[config.mk]
export PLATFORM = sky130hd
export DESIGN_NAME = ede_cell
export DESIGN_NICKNAME = d
export VERILOG_FILES = /design/src/edit_distance_engine_assert.svh /design/src/ede_cell.sv
export SDC_FILE = /design/constraint.sdc
export NUM_CORES = 1
export LEC_CHECK = 0
export BUFFER_PORTS_ARGS = -buffer_cell sky130_fd_sc_hd__buf_2
export CAP_MARGIN = 20
export CORE_MARGIN = 2
export CORE_UTILIZATION = 55
export DETAILED_ROUTE_END_ITERATION = 7
export PLACE_DENSITY_LB_ADDON = 0.1
export RECOVER_POWER = 50
export SLEW_MARGIN = 5
export SYNTH_ARGS = -nofsm -noshare
export SYNTH_HDL_FRONTEND = slang
export SYNTH_SLANG_ARGS = --single-unit
[constraint.sdc]
create_clock -name vclk -period 6.9
set_clock_uncertainty 0.15 [all_clocks]
set_input_delay 1.035 -clock vclk [all_inputs]
set_output_delay 1.035 -clock vclk [all_outputs]
set_load 0.05 [all_outputs]
[src/edit_distance_engine_assert.svh]
// Assertion helpers for the edit distance engine.
// Each macro expects clk and arst_n in scope.
`ifndef EDIT_DISTANCE_ENGINE_ASSERT_SVH
`define EDIT_DISTANCE_ENGINE_ASSERT_SVH

// same-cycle implication
`define EDE_ASSERT_IMP(lbl, ante, cons, msg) \
	lbl: assert property (@(posedge clk) disable iff (!arst_n) (ante) |-> (cons)) \
		else $error(msg);

// next-cycle implication
`define EDE_ASSERT_NXT(lbl, ante, cons, msg) \
	lbl: assert property (@(posedge clk) disable iff (!arst_n) (ante) |=> (cons)) \
		else $error(msg);

`endif

[src/ede_cell.sv]
// One DP cell: min(left + 1, above + 1, diag + mismatch).
module ede_cell #(
	parameter int W = 9
) (
	input  logic [W-1:0] left,
	input  logic [W-1:0] above,
	input  logic [W-1:0] diag,
	input  logic         match,
	output logic [W-1:0] best
);

	logic [W:0] ins_c;
	logic [W:0] del_c;
	logic [W:0] sub_c;
	logic [W:0] min_c;

	always_comb begin
		ins_c = {1'b0, left} + (W+1)'(1);
		del_c = {1'b0, above} + (W+1)'(1);
		sub_c = {1'b0, diag} + (W+1)'(match ? 1'b0 : 1'b1);
		min_c = ins_c;
		if (del_c < min_c) begin
			min_c = del_c;
		end
		if (sub_c < min_c) begin
			min_c = sub_c;
		end
		// never exceeds MAX_LEN, so the top bit is clear
		best = min_c[W-1:0];
	end

endmodule

==> run summary <==
In the final timing run, aggregate negative setup slack is 0 ps. Synthesis produced 153 cells. The number of different library cells used by synthesis comes to 37.

From bottom edge to top edge, the die measures 49.4 um. Summing all multi-input logic gate instances after layout gives 1080 sq um. The worst setup path is captured at an output pin. The worst hold margin is 2410 ps.

The run gives 1940 sq um as the area of the core region. The slowest stage of the critical path belongs to the cell or2_2. The routed design has 2900 um of wire. Counting the fill cells in the layout gives 175. The die covers 2440 sq um. The overall via count from detail_route is 1269. The fraction of final layout cells with drive strength greater than 1 works out to 0.330.

The congestion estimate from routability-driven global placement came to 0.930. The worst hold path passes through 4 cells. Port buffering added 37 buffers. The critical path's most frequent cell was ha_1. The final setup violation count is 0.

The critical path runs through a total of 24 cells. Counting both buffers and inverters, the worst setup path holds a total of 5. The tools report the count of yosys warnings during synthesis as 0. The run finished with clean final reports.

For the net count of the mapped netlist, the log shows 201. Relative to the synthesized area, the layout overhead comes to 27.3%. DRC violations left: 0.

For the arrival time of data at the critical path endpoint, the log shows 5520 ps. Of all nets on the critical path, the largest fanout is 5. The critical path is of the input port to output pin type. The worst hold path belongs to the class input port to output pin.

The headroom to the max-slew limit is 0.712. The delay of the slowest cell on the worst path works out to 300 ps. The final hold violation count is 0. The length of the first detailed-routing pass in iterations is 4. A synthesized cell averages 7.39 sq um. In the final layout, flip-flops and latches occupy 0 sq um. For the number of antenna violations at the first check in global routing, the log shows 0. The critical path starts at above[0]. Across the run, the number of max-cap violations was 0.

Maximum number of pins on one net before global-route repair: 9. The portion of the clock cycle consumed by the worst path in the final layout is 0.972. STA puts the critical path data required time at 5710 ps.

For the global-route usage over all layers, the log shows 0.239. The startpoint identified for the worst hold timing path is diag[7]. The count of nets left with antenna violations once routing finished came out at 0.

For the finished layout, the period the worst path requires is 6710 ps. The design has 0 sequential cells. The part of the Yosys area used for sequential elements is 0, and the power density over cell area is 128 nW/um^2. The placed wire-length estimate was 2480 um; the number of top-level design ports was 37. The logs give 1130 sq um for the combined area of all synthesized cells and 224 for the final cell count without fillers.

The clock buffer instance count of the final layout was 0. Using the TritonRoute via totals, the vias-per-cell ratio works out to 5.67. The slew of the pin with the lowest slew margin was 429 ps; the number of global-route vias before repair was 1241. For the max-slew violation count, the log shows 0. In this run the core area contains 16 standard-cell rows. The number of antenna diodes in the final layout is 0. The signal on the critical path passes through buf_2 -> ha_1 -> nand4_1 -> or2_2 -> xor2_1 -> inv_1 -> ha_1 -> a211o_1 -> a211oi_2 -> o41ai_2 -> a21oi_2 -> buf_4 -> mux2i_2 -> ha_1 -> a21o_1 -> a21o_1 -> a21oi_1 -> o21ai_1 -> a31oi_2 -> and2_2 -> a31oi_4 -> buf_4 -> mux2i_1 -> clkbuf_4. The number of cells in the design after placement is 218.

The end point of the critical path was best[4]. The number of nets in the layout came out at 247. Type of origin of the critical path: an input port. The initial core utilization is 0.582, and the leftover overflow at the end of global routing is 0.

Timing would allow up to 0.149 GHz. The wire length of the first global-routing pass is 4820 um, and the die boundary width is 49.4 um. IR analysis of the VDD net gives a maximum drop of 0.0878 mV. Among cell families on the critical path, the largest total delay comes from compound AO/OA/AOI/OAI gates.

The starting DRC count in detailed routing is 10, and the leakage power of the design is 0.736 nW. Dividing the detail-routed wire length by the instance count gives 13.0 um.
==> layout by cell type, fill, tap and decap left out, types with 2 or more instances in the layout <==
cell	n
a211oi_2	2
a21o_1	4
a21oi_1	8
and2_2	2
and3_1	5
buf_2	30
buf_4	10
clkbuf_4	4
ha_1	20
inv_1	18
mux2_2	4
mux2i_1	9
nand2_1	7
nand3_1	12
nand4_1	4
nor2_1	8
nor3_2	2
nor4_1	2
o21ai_0	4
o21ai_1	3
or2_2	3
xnor2_1	9
xor2_1	10
==> how the worst min path moves through the flow <==
stage | end | slack (ps)
after floorplan | best[0] | 2280
after global placement | best[7] | 2410
after detailed placement | best[7] | 2420
after CTS | best[7] | 2420
after global routing | best[7] | 2440
final | best[7] | 2410
==> area by class of cell <==
class / count / area share
timing repair buffer: 45 / 0.181
tap: 27 / 0.0235
inverter: 18 / 0.0469
multi-input combinational: 134 / 0.749
==> Yosys cell counts <==
| library cell | count | area (sq um) |
|---|---|---|
| nand3_1 | 12 | 60.1 |
| o21ai_1 | 2 | 10.0 |
| xor2_1 | 10 | 87.6 |
| a21o_1 | 4 | 30.0 |
| a221oi_2 | 1 | 15.0 |
| nand2b_1 | 1 | 6.26 |
| buf_2 | 1 | 5.00 |
| nor2_1 | 8 | 30.0 |
| nor4_1 | 2 | 12.5 |
| o41ai_2 | 1 | 16.3 |
| o21ai_0 | 5 | 25.0 |
| a211oi_1 | 1 | 7.51 |
| and2_2 | 2 | 15.0 |
| and3_2 | 1 | 7.51 |
| a31o_1 | 1 | 8.76 |
| mux2_2 | 4 | 45.0 |
| a31oi_4 | 1 | 21.3 |
| a211oi_2 | 1 | 12.5 |
| inv_1 | 18 | 67.6 |
| a211o_1 | 1 | 8.76 |
| nand4_1 | 4 | 25.0 |
| nor2b_1 | 1 | 6.26 |
| nor3_1 | 2 | 10.0 |
| or3_1 | 1 | 6.26 |
| xnor2_1 | 9 | 78.8 |
| nor3_2 | 1 | 10.0 |
| mux2i_1 | 10 | 100 |
| a31oi_1 | 1 | 6.26 |
| and2_1 | 1 | 6.26 |
| ha_1 | 20 | 250 |
| o21a_1 | 1 | 7.51 |
| a21oi_1 | 8 | 40.0 |
| and3_1 | 5 | 31.3 |
| o211ai_1 | 1 | 7.51 |
| nand2_1 | 7 | 26.3 |
| a21oi_2 | 1 | 8.76 |
| or2_2 | 3 | 18.8 |
==> worst min-delay path: stages <==
cell,delay (ps)
buf_2,100
xnor2_1,130
mux2i_1,60
buf_2,200
==> where the power goes <==
| part | internal, mW | switching (mW) | leakage (nW) |
|---|---|---|---|
| Combinational | 0.0727 | 0.112 | 0.736 |
| Sequential | 0 | 0 | 0 |
| Clock | 0 | 0 | 0 |
| Total | 0.0727 | 0.112 | 0.736 |
==> what timing repair did <==
item | CTS | global route
buffers inserted | 0 | 6
setup endpoints to repair | 0 | 9
resized for setup | 0 | 13
hold buffers | 0 | 0
hold endpoints to repair | 0 | 0
==> metal layers <==
| metal | track usage | vias up | share of wire |
|---|---|---|---|
| li1 | - | 644 | - |
| met1 | 0.247 | 589 | 0.41 |
| met2 | 0.534 | 34 | 0.56 |
| met3 | 0 | 2 | 0.028 |
| met4 | 0.0143 | 0 | 0.0034 |
| met5 | 0 | - | 0 |
==> cell families (layout without fill, tap and decap cells) <==
family / Yosys count / after routing / synth area share
simple gates: 51 / 51 / 0.240
compound gates: 30 / 30 / 0.199
fa+ha+maj: 20 / 20 / 0.221
xor+xnor: 19 / 19 / 0.147
buf+inv: 19 / 63 / 0.0642
mux: 14 / 14 / 0.128
==> per-stage QoR <==
step           utilization  power [mW]  cell area [sq um]  worst slack (ps)
2_1_floorplan            -       0.124               1130               191
3_5_place_dp         0.700       0.166               1360              78.0
3_3_place_gp         0.700       0.163               1360               267
6_report             0.742       0.185               1440               192
5_1_grt              0.742       0.201               1440             -86.7
4_1_cts              0.700       0.166               1360              80.1
Power figures use the tool's default switching activity.
